<file path="config.mk">
export PLATFORM = sky130hd
export DESIGN_NAME = lru_k_frame_replacer_unit
export DESIGN_NICKNAME = d
export VERILOG_FILES = /design/src/lkr_pkg.sv /design/src/lkr_apb_regs.sv /design/src/lkr_stamp_ram.sv /design/src/lkr_oldest_unit.sv /design/src/lru_k_frame_replacer_unit.sv
export SDC_FILE = /design/constraint.sdc
export NUM_CORES = 1
export LEC_CHECK = 0
export ABC_CLOCK_PERIOD_IN_PS = 6300
export BUFFER_PORTS_ARGS = -buffer_cell sky130_fd_sc_hd__buf_2
export CORE_ASPECT_RATIO = 0.9
export CORE_MARGIN = 2
export CORE_UTILIZATION = 62
export CTS_CLUSTER_SIZE = 40
export DETAILED_ROUTE_END_ITERATION = 10
export PLACE_DENSITY = 0.8
export SLEW_MARGIN = 30
export SYNTH_ARGS = -nofsm -noshare
export SYNTH_HDL_FRONTEND = slang
export SYNTH_SLANG_ARGS = --single-unit
</file>
<file path="constraint.sdc">
create_clock -name clk -period 6.3 [get_ports clk]
set_input_delay 0.315 -clock clk [delete_from_list [all_inputs] [get_ports clk]]
set_output_delay 0.315 -clock clk [all_outputs]
set_load 0.01 [all_outputs]
</file>
<file path="src/lkr_pkg.sv">
// ----------------------------------------------------------------------------
// lkr_pkg
// Shared types and constants of the LRU-K frame replacer: action and status
// codes, sequencer states, field widths and the scan control word.
// ----------------------------------------------------------------------------
package lkr_pkg;

    // Field widths fixed by the interface
    localparam int ACTION_W = 2;
    localparam int FRAME_W  = 8;
    localparam int STATUS_W = 2;
    localparam int TOTAL_W  = 9;
    localparam int DEPTH_W  = 4;
    localparam int STAMP_W  = 32;
    localparam int ENTRY_W  = DEPTH_W + STAMP_W;

    // Configuration register map
    localparam int          APB_ADDR_W        = 3;
    localparam int          APB_DATA_W        = 32;
    localparam logic        REG_HISTORY_DEPTH = 1'b0;
    localparam logic [DEPTH_W-1:0] DEPTH_RESET = 4'd2;
    localparam logic [DEPTH_W-1:0] DEPTH_MIN   = 4'd1;

    typedef enum logic [ACTION_W-1:0] {
        ACT_ACCESS    = 2'd0,
        ACT_SET_EVICT = 2'd1,
        ACT_REMOVE    = 2'd2,
        ACT_EVICT     = 2'd3
    } action_t;

    typedef enum logic [STATUS_W-1:0] {
        STATUS_DONE    = 2'd0,
        STATUS_IGNORED = 2'd1,
        STATUS_REFUSED = 2'd2,
        STATUS_EMPTY   = 2'd3
    } status_t;

    typedef enum logic [2:0] {
        S_IDLE,
        S_EXEC,
        S_UPDATE,
        S_SCAN,
        S_DRAIN,
        S_PICK,
        S_RESULT
    } state_t;

    // Control word from the sequencer to the oldest-stamp tracker
    typedef struct packed {
        logic clear;
        logic sample;
        logic eligible;
        logic mature;
    } scan_ctl_t;

endpackage

</file>
<file path="src/lkr_apb_regs.sv">
// ----------------------------------------------------------------------------
// lkr_apb_regs
// APB-style configuration port holding history_depth (K). A written zero is
// stored as one.
// ----------------------------------------------------------------------------
module lkr_apb_regs
    import lkr_pkg::*;
(
    input  logic                  clk,
    input  logic                  rst_n,
    input  logic                  psel,
    input  logic                  penable,
    input  logic                  pwrite,
    input  logic [APB_ADDR_W-1:0] paddr,
    input  logic [APB_DATA_W-1:0] pwdata,
    output logic [APB_DATA_W-1:0] prdata,
    output logic                  pready,
    output logic [DEPTH_W-1:0]    history_depth
);

    logic [DEPTH_W-1:0] depth_reg;
    logic [DEPTH_W-1:0] depth_next;
    logic               hit;

    // Decode the single register
    assign hit = (paddr[2] == REG_HISTORY_DEPTH);

    always_comb
    begin
        depth_next = depth_reg;
        if (psel && penable && pwrite && hit)
        begin
            depth_next = (pwdata[DEPTH_W-1:0] == '0) ? DEPTH_MIN : pwdata[DEPTH_W-1:0];
        end
    end

    always_ff @(posedge clk or negedge rst_n)
    begin
        if (!rst_n)
        begin
            depth_reg <= DEPTH_RESET;
        end
        else
        begin
            depth_reg <= depth_next;
        end
    end

    // Read back the stored depth
    assign prdata        = hit ? {{(APB_DATA_W-DEPTH_W){1'b0}}, depth_reg} : '0;
    assign pready        = 1'b1;
    assign history_depth = depth_reg;

endmodule

</file>
<file path="src/lkr_stamp_ram.sv">
// ----------------------------------------------------------------------------
// lkr_stamp_ram
// Per-frame store of access count and order stamp: one write port, one
// read port with registered read data.
// ----------------------------------------------------------------------------
module lkr_stamp_ram #(
    parameter int DEPTH  = 16,
    parameter int WIDTH  = 36,
    parameter int ADDR_W = 4
) (
    input  logic              clk,
    input  logic              we,
    input  logic [ADDR_W-1:0] waddr,
    input  logic [WIDTH-1:0]  wdata,
    input  logic [ADDR_W-1:0] raddr,
    output logic [WIDTH-1:0]  rdata
);

    logic [WIDTH-1:0] mem [DEPTH];
    logic [WIDTH-1:0] rdata_reg;

    // Write port
    always_ff @(posedge clk)
    begin
        if (we)
        begin
            mem[waddr] <= wdata;
        end
    end

    // Registered read port
    always_ff @(posedge clk)
    begin
        rdata_reg <= mem[raddr];
    end

    assign rdata = rdata_reg;

endmodule

</file>
<file path="src/lkr_oldest_unit.sv">
// ----------------------------------------------------------------------------
// lkr_oldest_unit
// Shared compare unit of the evict scan. Takes one frame a cycle and keeps
// the best candidate: any young frame beats any mature one, and within a
// group the lower stamp wins, ties to the earlier (lower) frame.
// ----------------------------------------------------------------------------
module lkr_oldest_unit
    import lkr_pkg::*;
#(
    parameter int IDX_W = 4
) (
    input  logic               clk,
    input  logic               rst_n,
    input  scan_ctl_t          ctl,
    input  logic [IDX_W-1:0]   idx,
    input  logic [STAMP_W-1:0] stamp,
    output logic               found,
    output logic [IDX_W-1:0]   best_idx
);

    logic               found_reg;
    logic [IDX_W-1:0]   best_idx_reg;
    logic [STAMP_W-1:0] best_stamp_reg;
    logic               best_mature_reg;
    logic               take;

    // Decide whether the incoming frame replaces the held candidate
    always_comb
    begin
        take = 1'b0;
        if (ctl.sample && ctl.eligible)
        begin
            if (!found_reg)
            begin
                take = 1'b1;
            end
            else if (!ctl.mature && best_mature_reg)
            begin
                take = 1'b1;
            end
            else if ((ctl.mature == best_mature_reg) && (stamp < best_stamp_reg))
            begin
                take = 1'b1;
            end
        end
    end

    always_ff @(posedge clk or negedge rst_n)
    begin
        if (!rst_n)
        begin
            found_reg <= 1'b0;
        end
        else if (ctl.clear)
        begin
            found_reg <= 1'b0;
        end
        else if (take)
        begin
            found_reg <= 1'b1;
        end
    end

    // Hold the candidate word
    always_ff @(posedge clk)
    begin
        if (take)
        begin
            best_idx_reg    <= idx;
            best_stamp_reg  <= stamp;
            best_mature_reg <= ctl.mature;
        end
    end

    assign found    = found_reg;
    assign best_idx = best_idx_reg;

endmodule

</file>
<file path="src/lru_k_frame_replacer_unit.sv">
// ----------------------------------------------------------------------------
// lru_k_frame_replacer_unit
// LRU-K replacer over FRAMES frames: record access, set evictable, remove
// and evict, one result word per input word.
// ----------------------------------------------------------------------------
// Set evictable, remove and ignored words pass from S_EXEC straight to S_RESULT;
// a record access of a tracked frame adds S_UPDATE (count read-modify-write through
// the stamp RAM) and evict adds S_SCAN, S_DRAIN and S_PICK, with the scan taking
// one frame a cycle. S_RESULT holds until the result channel is free.
// One word is in flight at a time; in_ready is high only when idle.
// Reset clears all frame marks, the access clock and the evictable total.
// ----------------------------------------------------------------------------
module lru_k_frame_replacer_unit
    import lkr_pkg::*;
#(
    parameter int FRAMES = 16
) (
    input  logic                  clk,
    input  logic                  rst_n,
    // Input channel
    input  logic                  in_valid,
    output logic                  in_ready,
    input  logic [ACTION_W-1:0]   action,
    input  logic [FRAME_W-1:0]    frame,
    input  logic                  new_evictable,
    // Result channel
    output logic                  out_valid,
    input  logic                  out_ready,
    output logic [STATUS_W-1:0]   status,
    output logic [FRAME_W-1:0]    victim,
    output logic [TOTAL_W-1:0]    evictable_count,
    // Configuration port
    input  logic                  psel,
    input  logic                  penable,
    input  logic                  pwrite,
    input  logic [APB_ADDR_W-1:0] paddr,
    input  logic [APB_DATA_W-1:0] pwdata,
    output logic [APB_DATA_W-1:0] prdata,
    output logic                  pready
);

    localparam int FW = $clog2(FRAMES);
    localparam logic [FW-1:0] LAST_FRAME = FW'(FRAMES - 1);

    state_t              state_reg, state_next;
    action_t             action_reg;
    logic [FW-1:0]       frame_reg;
    logic                range_reg;
    logic                mark_reg;
    logic [FRAMES-1:0]   valid_reg, valid_next;
    logic [FRAMES-1:0]   evict_reg, evict_next;
    logic [TOTAL_W-1:0]  total_reg, total_next;
    logic [STAMP_W-1:0]  clock_reg, clock_next;
    logic [FW-1:0]       scan_idx_reg, scan_idx_next;
    logic [FW-1:0]       rd_idx_reg;
    logic                rd_valid_reg;
    status_t             status_reg, status_next;
    logic [FW-1:0]       victim_reg, victim_next;
    logic                out_valid_reg, out_valid_next;
    logic                out_load;
    status_t             out_status_reg;
    logic [FW-1:0]       out_victim_reg;
    logic [TOTAL_W-1:0]  out_count_reg;

    logic [DEPTH_W-1:0]  history_depth;
    logic                ram_we;
    logic [ENTRY_W-1:0]  ram_wdata;
    logic [FW-1:0]       ram_waddr;
    logic [FW-1:0]       ram_raddr;
    logic [ENTRY_W-1:0]  ram_rdata;
    logic [DEPTH_W-1:0]  rd_count;
    logic [STAMP_W-1:0]  rd_stamp;
    logic [DEPTH_W-1:0]  new_count;
    scan_ctl_t           scan_ctl;
    logic                best_found;
    logic [FW-1:0]       best_idx;
    logic                accept;

    lkr_apb_regs u_regs (
        .clk           (clk),
        .rst_n         (rst_n),
        .psel          (psel),
        .penable       (penable),
        .pwrite        (pwrite),
        .paddr         (paddr),
        .pwdata        (pwdata),
        .prdata        (prdata),
        .pready        (pready),
        .history_depth (history_depth)
    );

    lkr_stamp_ram #(
        .DEPTH  (FRAMES),
        .WIDTH  (ENTRY_W),
        .ADDR_W (FW)
    ) u_ram (
        .clk   (clk),
        .we    (ram_we),
        .waddr (ram_waddr),
        .wdata (ram_wdata),
        .raddr (ram_raddr),
        .rdata (ram_rdata)
    );

    lkr_oldest_unit #(
        .IDX_W (FW)
    ) u_oldest (
        .clk      (clk),
        .rst_n    (rst_n),
        .ctl      (scan_ctl),
        .idx      (rd_idx_reg),
        .stamp    (rd_stamp),
        .found    (best_found),
        .best_idx (best_idx)
    );

    assign accept    = in_valid && in_ready;
    assign in_ready  = (state_reg == S_IDLE);
    assign rd_count  = ram_rdata[ENTRY_W-1:STAMP_W];
    assign rd_stamp  = ram_rdata[STAMP_W-1:0];
    assign new_count = (rd_count < history_depth) ? rd_count + DEPTH_W'(1) : rd_count;
    assign ram_raddr = (state_reg == S_SCAN) ? scan_idx_reg : frame_reg;
    assign ram_waddr = frame_reg;

    // Feed the compare unit with the frame read in the previous cycle
    always_comb
    begin
        scan_ctl.clear    = (state_reg == S_EXEC) && (action_reg == ACT_EVICT);
        scan_ctl.sample   = rd_valid_reg;
        scan_ctl.eligible = valid_reg[rd_idx_reg] && evict_reg[rd_idx_reg];
        scan_ctl.mature   = (rd_count >= history_depth);
    end

    // Sequencer: next state, frame marks, totals and result word
    always_comb
    begin
        state_next     = state_reg;
        valid_next     = valid_reg;
        evict_next     = evict_reg;
        total_next     = total_reg;
        clock_next     = clock_reg;
        scan_idx_next  = scan_idx_reg;
        status_next    = status_reg;
        victim_next    = victim_reg;
        out_valid_next = out_valid_reg;
        out_load       = 1'b0;
        ram_we         = 1'b0;
        ram_wdata      = {DEPTH_W'(1), clock_reg};

        // Drop a result once taken
        if (out_valid_reg && out_ready)
        begin
            out_valid_next = 1'b0;
        end

        unique case (state_reg)
            S_IDLE:
            begin
                if (accept)
                begin
                    state_next = S_EXEC;
                end
            end

            S_EXEC:
            begin
                victim_next = '0;
                status_next = STATUS_DONE;
                state_next  = S_RESULT;
                if (action_reg == ACT_EVICT)
                begin
                    scan_idx_next = '0;
                    state_next    = S_SCAN;
                end
                else if (!range_reg)
                begin
                    status_next = STATUS_IGNORED;
                end
                else
                begin
                    unique case (action_reg)
                        ACT_ACCESS:
                        begin
                            if (!valid_reg[frame_reg])
                            begin
                                // First access: count one, stamp now
                                ram_we                = 1'b1;
                                valid_next[frame_reg] = 1'b1;
                                evict_next[frame_reg] = 1'b0;
                                clock_next            = clock_reg + 32'd1;
                            end
                            else
                            begin
                                state_next = S_UPDATE;
                            end
                        end
                        ACT_SET_EVICT:
                        begin
                            if (!valid_reg[frame_reg])
                            begin
                                status_next = STATUS_IGNORED;
                            end
                            else if (evict_reg[frame_reg] != mark_reg)
                            begin
                                evict_next[frame_reg] = mark_reg;
                                total_next = mark_reg ? total_reg + TOTAL_W'(1)
                                                      : total_reg - TOTAL_W'(1);
                            end
                        end
                        ACT_REMOVE:
                        begin
                            if (!valid_reg[frame_reg])
                            begin
                                status_next = STATUS_IGNORED;
                            end
                            else if (!evict_reg[frame_reg])
                            begin
                                status_next = STATUS_REFUSED;
                            end
                            else
                            begin
                                valid_next[frame_reg] = 1'b0;
                                evict_next[frame_reg] = 1'b0;
                                total_next            = total_reg - TOTAL_W'(1);
                            end
                        end
                        ACT_EVICT:
                        begin
                            status_next = STATUS_DONE;
                        end
                        default:
                        begin
                            status_next = STATUS_IGNORED;
                        end
                    endcase
                end
            end

            S_UPDATE:
            begin
                // Advance the count; restamp once mature
                ram_we     = 1'b1;
                ram_wdata  = {new_count, (new_count >= history_depth) ? clock_reg : rd_stamp};
                clock_next = clock_reg + 32'd1;
                state_next = S_RESULT;
            end

            S_SCAN:
            begin
                scan_idx_next = scan_idx_reg + FW'(1);
                if (scan_idx_reg == LAST_FRAME)
                begin
                    state_next = S_DRAIN;
                end
            end

            S_DRAIN:
            begin
                state_next = S_PICK;
            end

            S_PICK:
            begin
                if (best_found)
                begin
                    valid_next[best_idx] = 1'b0;
                    evict_next[best_idx] = 1'b0;
                    total_next           = total_reg - TOTAL_W'(1);
                    victim_next          = best_idx;
                    status_next          = STATUS_DONE;
                end
                else
                begin
                    victim_next = '0;
                    status_next = STATUS_EMPTY;
                end
                state_next = S_RESULT;
            end

            S_RESULT:
            begin
                if (!out_valid_reg || out_ready)
                begin
                    out_load       = 1'b1;
                    out_valid_next = 1'b1;
                    state_next     = S_IDLE;
                end
            end

            default:
            begin
                state_next = S_IDLE;
            end
        endcase
    end

    // Control registers
    always_ff @(posedge clk or negedge rst_n)
    begin
        if (!rst_n)
        begin
            state_reg     <= S_IDLE;
            valid_reg     <= '0;
            evict_reg     <= '0;
            total_reg     <= '0;
            clock_reg     <= '0;
            scan_idx_reg  <= '0;
            rd_valid_reg  <= 1'b0;
            out_valid_reg <= 1'b0;
        end
        else
        begin
            state_reg     <= state_next;
            valid_reg     <= valid_next;
            evict_reg     <= evict_next;
            total_reg     <= total_next;
            clock_reg     <= clock_next;
            scan_idx_reg  <= scan_idx_next;
            rd_valid_reg  <= (state_reg == S_SCAN);
            out_valid_reg <= out_valid_next;
        end
    end

    // Payload registers
    always_ff @(posedge clk)
    begin
        if (accept)
        begin
            action_reg <= action_t'(action);
            frame_reg  <= frame[FW-1:0];
            range_reg  <= ({1'b0, frame} < (FRAME_W + 1)'(FRAMES));
            mark_reg   <= new_evictable;
        end
        rd_idx_reg  <= scan_idx_reg;
        status_reg  <= status_next;
        victim_reg  <= victim_next;
        if (out_load)
        begin
            out_status_reg <= status_reg;
            out_victim_reg <= victim_reg;
            out_count_reg  <= total_reg;
        end
    end

    assign out_valid       = out_valid_reg;
    assign status          = out_status_reg;
    assign victim          = FRAME_W'(out_victim_reg);
    assign evictable_count = out_count_reg;

    // Evictable total tracks the marked frames exactly
    a_total_matches: assert property (@(posedge clk) disable iff (!rst_n)
        total_reg == TOTAL_W'($countones(valid_reg & evict_reg)))
        else $error("evictable total out of step with frame marks");

    // Only tracked frames carry the evictable mark
    a_evict_tracked: assert property (@(posedge clk) disable iff (!rst_n)
        (evict_reg & ~valid_reg) == '0)
        else $error("evictable mark on untracked frame");

    // An accepted word leaves the idle state
    a_busy_after_accept: assert property (@(posedge clk) disable iff (!rst_n)
        accept |=> (state_reg == S_EXEC))
        else $error("sequencer did not start on accepted word");

    // The chosen victim is an evictable tracked frame
    a_victim_eligible: assert property (@(posedge clk) disable iff (!rst_n)
        (state_reg == S_PICK && best_found) |-> (valid_reg[best_idx] && evict_reg[best_idx]))
        else $error("scan picked an ineligible frame");

endmodule
</file>
# --- Yosys cells after proc, flatten, opt, wreduce, memory -nomap -nowiden ---
# Memories as Yosys holds them, arrays and structs flattened. A register that Yosys moved wholly into a read port is not among the register bits.
# Cells that the tools add are included.
totals:
  mem_bits_rw: 576
  regBits: 157
  output_inout_bits: 54
  wordCells: 195
  n_memories: 1
mem_list:
  columns: ["memory", "depth", "word_bits", "read_ports", "rd_clocked_by_memory_dff", "write_ports", "line_no", "source"]
  rows:
  - ["u_ram.mem", 16, 36, 1, 1, 1, "lkr_stamp_ram.sv:19", "logic [WIDTH-1:0] mem [DEPTH];"]
op_classes:
  reduce_logical: 29
  n_mux: 90
  n_lt_le_gt_ge: 10
  bitwise: 8
  eq_ne: 29
  add_sub_neg: 5
op_table:
  columns: ["op", "n"]
  rows:
  - ["two-way mux 16 bit", 14]
  - ["two-way mux 32 bit", 5]
  - ["one-hot mux 16 bit (2 select lines)", 3]
  - ["two-way mux 9 bit", 8]
  - ["AND 16 bit", 4]
  - ["one-hot mux 32 bit (2 select lines)", 1]
  - ["one-hot mux 16 bit (3 select lines)", 1]
  - ["two-way mux 36 bit", 1]
  - ["one-hot mux 9 bit (2 select lines)", 2]
  - ["adder 32 x 1 -> 32 bit, second input constant", 1]
  - ["less-than comparator 32 bit", 1]
  - ["NOT 16 bit", 2]
  - ["two-way mux 1 bit", 24]
  - ["two-way mux 4 bit", 6]
  - ["two-way mux 3 bit", 7]
  - ["one-hot mux 3 bit (6 select lines)", 1]
  - ["binary-select mux 1 bit (select 4 bit)", 4]
  - ["bitwise mux 16 bit", 1]
  - ["bitwise OR 16 bit", 1]
  - ["one-hot mux 4 bit (2 select lines)", 2]
  - ["less-than comparator 4 x 5 -> 1 bit, second input constant", 3]
  - ["inequality test 3 bit, second input constant", 5]
  - ["logical AND 1 bit", 12]
  - ["two-way mux 2 bit", 5]
  - ["36 further kinds", 57]

# --- Longest topological paths before layout ---
depth:
  depth_word: 12
  mapped_depth: 15
  mapped_depth_nobuf: 14

# --- By module ---
# Synthesis repeated with hierarchy kept, for this count alone.
hier_totals:
  cells_unflattened: 1789
  hier_area_um2: 31544.0
modules_own_cells:
  columns: ["module", "seq_area_each_um2", "cells_each", "area_each_um2", "n_inst"]
  rows:
  - ["lkr_stamp_ram", 18017.3, 938, 22318.9, 1]
  - ["lru_k_frame_replacer_unit", 3002.9, 648, 6792.8, 1]
  - ["lkr_oldest_unit", 1136.1, 156, 1984.4, 1]
  - ["lkr_apb_regs", 101.3, 47, 447.9, 1]

# --- Worst setup path before layout ---
# Ideal clock, no wire load.
synth_path:
  path_type: "register -> register"
  startpoint: "register u_regs.depth_reg[1] (netlist: u_regs.history_depth[1])"
  endpoint: "register u_oldest.best_idx_reg[0] (netlist: u_oldest.best_idx[0]) (enable)"
  setup_time_ns: 0.444
  n_path_buf: 0
  path_slack_ns: 1.971
  path_stages_with_launch: 13
  synth_period_minus_slack_ns: 4.329
  arrival_ns: 3.885
  t_required_ns: 5.856
  cell_sequence: "dfstp_2 > inv_1 > ha_1 > nor2b_1 > o21ai_0 > nand2b_1 > a21oi_1 > and2_1 > ha_1 > nand3b_1 > a31oi_1 > o21ai_0 > a21oi_1"
synth_between:
  elab_chain_cells: 7
  elab_cells_between_ends: 9
  classes_between: "1 x order compare; 1 x eq/ne; 4 x mux; 3 x reduce/logical"
synth_rtl:
  columns: ["element", "line_no", "source"]
  rows:
  - ["start: declaration", "lkr_apb_regs.sv:21", "logic [DEPTH_W-1:0] depth_reg;"]
  - ["start signal: assignment", "lkr_apb_regs.sv:45", "depth_reg <= depth_next;"]
  - ["greater-or-equal comparator 4 bit (*)", "lru_k_frame_replacer_unit.sv:131", "scan_ctl.mature = (rd_count >= history_depth);"]
  - ["equality test 1 bit", "lkr_oldest_unit.sv:41", "else if ((ctl.mature == best_mature_reg) && (stamp < best_stamp_reg))"]
  - ["logical AND 1 bit", "lkr_oldest_unit.sv:41", null]
  - ["two-way mux 1 bit", "lkr_oldest_unit.sv:41", null]
  - ["two-way mux 1 bit (*)", "lkr_oldest_unit.sv:37", "else if (!ctl.mature && best_mature_reg)"]
  - ["two-way mux 1 bit (*)", "lkr_oldest_unit.sv:33", "if (!found_reg)"]
  - ["two-way mux 1 bit (*)", "lkr_oldest_unit.sv:31", "if (ctl.sample && ctl.eligible)"]
  - ["net u_oldest.take", "lkr_oldest_unit.sv:25", "logic take;"]
  - ["end signal: assignment", "lkr_oldest_unit.sv:69", "best_idx_reg <= idx;"]
  - ["end: declaration", "lkr_oldest_unit.sv:22", "logic [IDX_W-1:0] best_idx_reg;"]
# The timed path passes the listed nets; every way through them passes the cells marked *.
# A chain may end at the register's enable or synchronous reset.

# --- Worst setup path in the final report ---
layout_path:
  startpoint: "register u_regs.depth_reg[1] (netlist: u_regs.history_depth[1])"
  endpoint: "memory u_ram.mem[14][4], data pin"
layout_between:
  elab_chain_cells: 5
layout_rtl:
  columns: ["element", "line_no", "source"]
  rows:
  - ["less-than comparator 4 bit", "lru_k_frame_replacer_unit.sv:121", "assign new_count = (rd_count < history_depth) ? rd_count + DEPTH_W'(1) : rd_count;"]
  - ["two-way mux 4 bit", "lru_k_frame_replacer_unit.sv:121", null]
  - ["greater-or-equal comparator 4 bit (*)", "lru_k_frame_replacer_unit.sv:243", "ram_wdata = {new_count, (new_count >= history_depth) ? clock_reg : rd_stamp};"]
  - ["two-way mux 32 bit (*)", "lru_k_frame_replacer_unit.sv:243", null]
  - ["two-way mux 36 bit (*)", "lru_k_frame_replacer_unit.sv:156", "unique case (state_reg)"]
  - ["net ram_wdata[4]", "lru_k_frame_replacer_unit.sv:67", "logic [ENTRY_W-1:0] ram_wdata;"]
  - ["end: declaration", "lkr_stamp_ram.sv:19", null]
# Marked as above.

==> run metrics <==
outcome completed; Slew headroom 0.353; Pleak 0.0124 uW; P per Cell Area 402 nW/um^2; GRT Overall Usage 0.269; Die W 241 um; Slew @ Worst Pin 0.971 ns; max cap viols 0; # rows 78; routability cong. 0.895; Worst path slowest cell mux2_1; first-pass GRT wire length 104000 um; antenna viol nets, final 0; Syn Area/Cell 17.3 sq um; DRT iter0 DRCs 2046; CP delay by family, top compound AO/OA/AOI/OAI gates; number of I/O port buffers 43; CP Launch Type flop; Post-Layout Cell Count 2653; Die Footprint 52400 sq um; crit path kind reg2reg; root buf cell clkbuf_16; DRC 0; clk_skew 0.0210 ns; Worst Path Buf+Inv 2; Critical Path RT 6.57 ns; ys async rst share 0.113; layout cell share with drive strength beyond 1 0.204; largest net degree at the start of global routing 145; core area 50200 sq um; Hold Crit Class in2reg; TNS Setup 0 ns; critical path fanouts, max 33; TritonCTS clock tree built; Initial DRT Pass Iterations 9; Crit path largest cell delay 0.61 ns; Post-Syn Area 31300 sq um; CP Capture Type flop; post-layout net count 2013; Clock Latency Late Sink 0.63 ns; cell count after synthesis 1816; DR WL/cell 26.0 um; initial antenna violation count 0; Max Slew Vio Count 0; Num CTS Buffers 74; CTS sink count 769; EDFF count, synth 642; vias in the first global route 17337; Yosys warning total 0; HPWL reported at the end of detailed placement 37700 um; CTS H-tree depth 3; Initial Util 0.625; # Post-CTS Setup Buffers 0; Largest register FFs 576; synthesized flop and latch total 769; Setup Viol. Count Final 0; number of diodes 0; CP cell instances inv_1 -> ha_1 -> nor2b_1 -> o21ai_0 -> nand2b_1 -> a21oi_1 -> mux2_2 -> ha_1 -> a21o_1 -> a21o_1 -> a211oi_4 -> buf_4 -> mux2_1; Inst Count DP 2495; fin crit period 4.44 ns; GRT Residual Overflow 0; Fin. Hold Viols 0; CTS Buffer Depth 3; drt total wl 69000 um; Post-synth top flop edfxtp_1; CTS clock-pin slew for the worst setup and hold paths 0.06 ns; VDD IR max 0.261 mV; Final Cycle Share 0.704; DR vias/cell 6.43; CP arrival 4.70 ns; Die Y 217 um; Seq/Total Area, Yosys 0.710; post-CTS resize count 0; Max Freq 0.225 GHz; IO Pins 107; vias post-DR 17053; Layout area overhead 13.3%; Cell variety after synth 67; RSZ-0062 raised after global routing false
## layout make-up
type | instances | area, sq um
Fill cell | 2989 | 14700
Multi-Input combinational cell | 918 | 8620
Sequential cell | 769 | 22300
Tap cell | 680 | 851
Inverter | 45 | 169
Clock buffer | 97 | 2070
Clock inverter | 41 | 502
Timing Repair Buffer | 103 | 1030
## synthesized netlist by cell type, types with 10 or more instances
library cell	instances	area [sq um]
inv_1	43	161
buf_4	40	300
nor2b_1	14	87.6
xnor2_1	32	280
a21oi_1	15	75.1
ha_1	49	613
mux2_1	29	327
dfxtp_1	40	801
a211oi_1	38	285
a31oi_1	55	344
nand3b_1	10	75.1
dfrtp_1	86	2150
nand3_1	32	160
o21ai_0	36	180
and3_1	16	100
nor2_1	61	229
xor2_1	13	114
nand2_1	126	473
a21o_1	13	97.6
clkbuf_1	44	165
and2_1	46	288
o31ai_1	13	97.6
edfxtp_1	642	19300
mux4_2	154	3470
o21ai_1	38	190
buf_2	26	130
nand4_1	17	106
## path summary, 6_finish.rpt
path / endpoint / slack [ns] / from / cells after the start
worst min-delay path: u_regs.history_depth[0] / 0.15 / penable / 3
worst max register to register: u_ram.mem[14][4] / 1.86 / u_regs.history_depth[1] / 13
worst min register to register: status[0] / 0.43 / status_reg[0] / 0
max in group asynchronous: clock_reg[7] / 4.94 / rst_n / 3
worst max-delay path: u_ram.mem[14][4] / 1.86 / u_regs.history_depth[1] / 13
min in group asynchronous: total_reg[7] / 0.20 / rst_n / 2
## worst reg2reg max path, cell delays in order, from the launching register on
cell and delay (ns):
dfstp_2 0.52, inv_1 0.07, ha_1 0.31, nor2b_1 0.13, o21ai_0 0.16, nand2b_1 0.08, a21oi_1 0.38, mux2_2 0.40
ha_1 0.27, a21o_1 0.17, a21o_1 0.21, a211oi_4 0.23, buf_4 0.51, mux2_1 0.65
## cell families after synthesis
logic type	after synthesis	share of synthesized area
flops	769	0.710
mux	200	0.127
xor+xnor	45	0.0126
buf+inv	160	0.0257
simple gates	357	0.0563
compound gates	234	0.0486
fa+ha+maj	49	0.0196
other cells	2	0.000240
## stage by stage
step | hold slack [ns] | total power (uW) | utilization | instance area [sq um] | worst slack, ns
final | 0.152 | 14300 | 0.708 | 35500 | 1.86
after global routing | 0.181 | 14800 | 0.708 | 35500 | 1.66
after CTS | 0.138 | 14300 | 0.705 | 35400 | 1.89
after detailed placement | 0.307 | 9650 | 0.650 | 32600 | 1.90
after global placement | 0.299 | 9520 | 0.645 | 32400 | 1.88
after floorplan | 0.0194 | 8730 | - | 31500 | 1.97
## cells in the final DEF (no fill, tap or decap), drive strengths merged, types with 3 or more instances in the layout
master and instances:
a21oi 17, conb 33, edfxtp 642, dfrtp 86
or3b 3, nand3 32, nand4 17, o211ai 3
inv 48, xor2 13, dlygate4sd3 15, a21o 13
nor4 3, mux2i 10, o21ai 74, nand2 126
clkinvlp 4, nand2b 8, mux2 36, clkbuf 97
a211oi 38, xnor2 32, bufinv 10, a41oi 4
nor3 7, mux4 154, clkinv 24, buf 88
o31ai 14, nand3b 10, ha 49, nor2 61
and3 16, dfxtp 40, nor2b 14, a31oi 55
and2 47
## where the power goes
group          total, uW  internal, uW  switching [uW]  leakage [uW]
Combinational       2960          1190            1770       0.00380
Sequential          6680          6310             373       0.00739
Clock               4650          2750            1900       0.00125
Total              14300         10200            4040        0.0124
## metal layers
metal | routed length, um | GRT usage | share of wire
met1 | 27500 | 0.381 | 0.40
met2 | 34400 | 0.435 | 0.50
met3 | 5350 | 0.0471 | 0.078
met4 | 1850 | 0.0821 | 0.027
met5 | 0 | 0 | 0
## timing repair
action / CTS / global route
endpoints found under the hold margin: 47 / 0
hold buffers: 15 / 0
endpoints found under the setup margin: 0 / 0
Note: power is estimated with default switching activity, not from simulation.
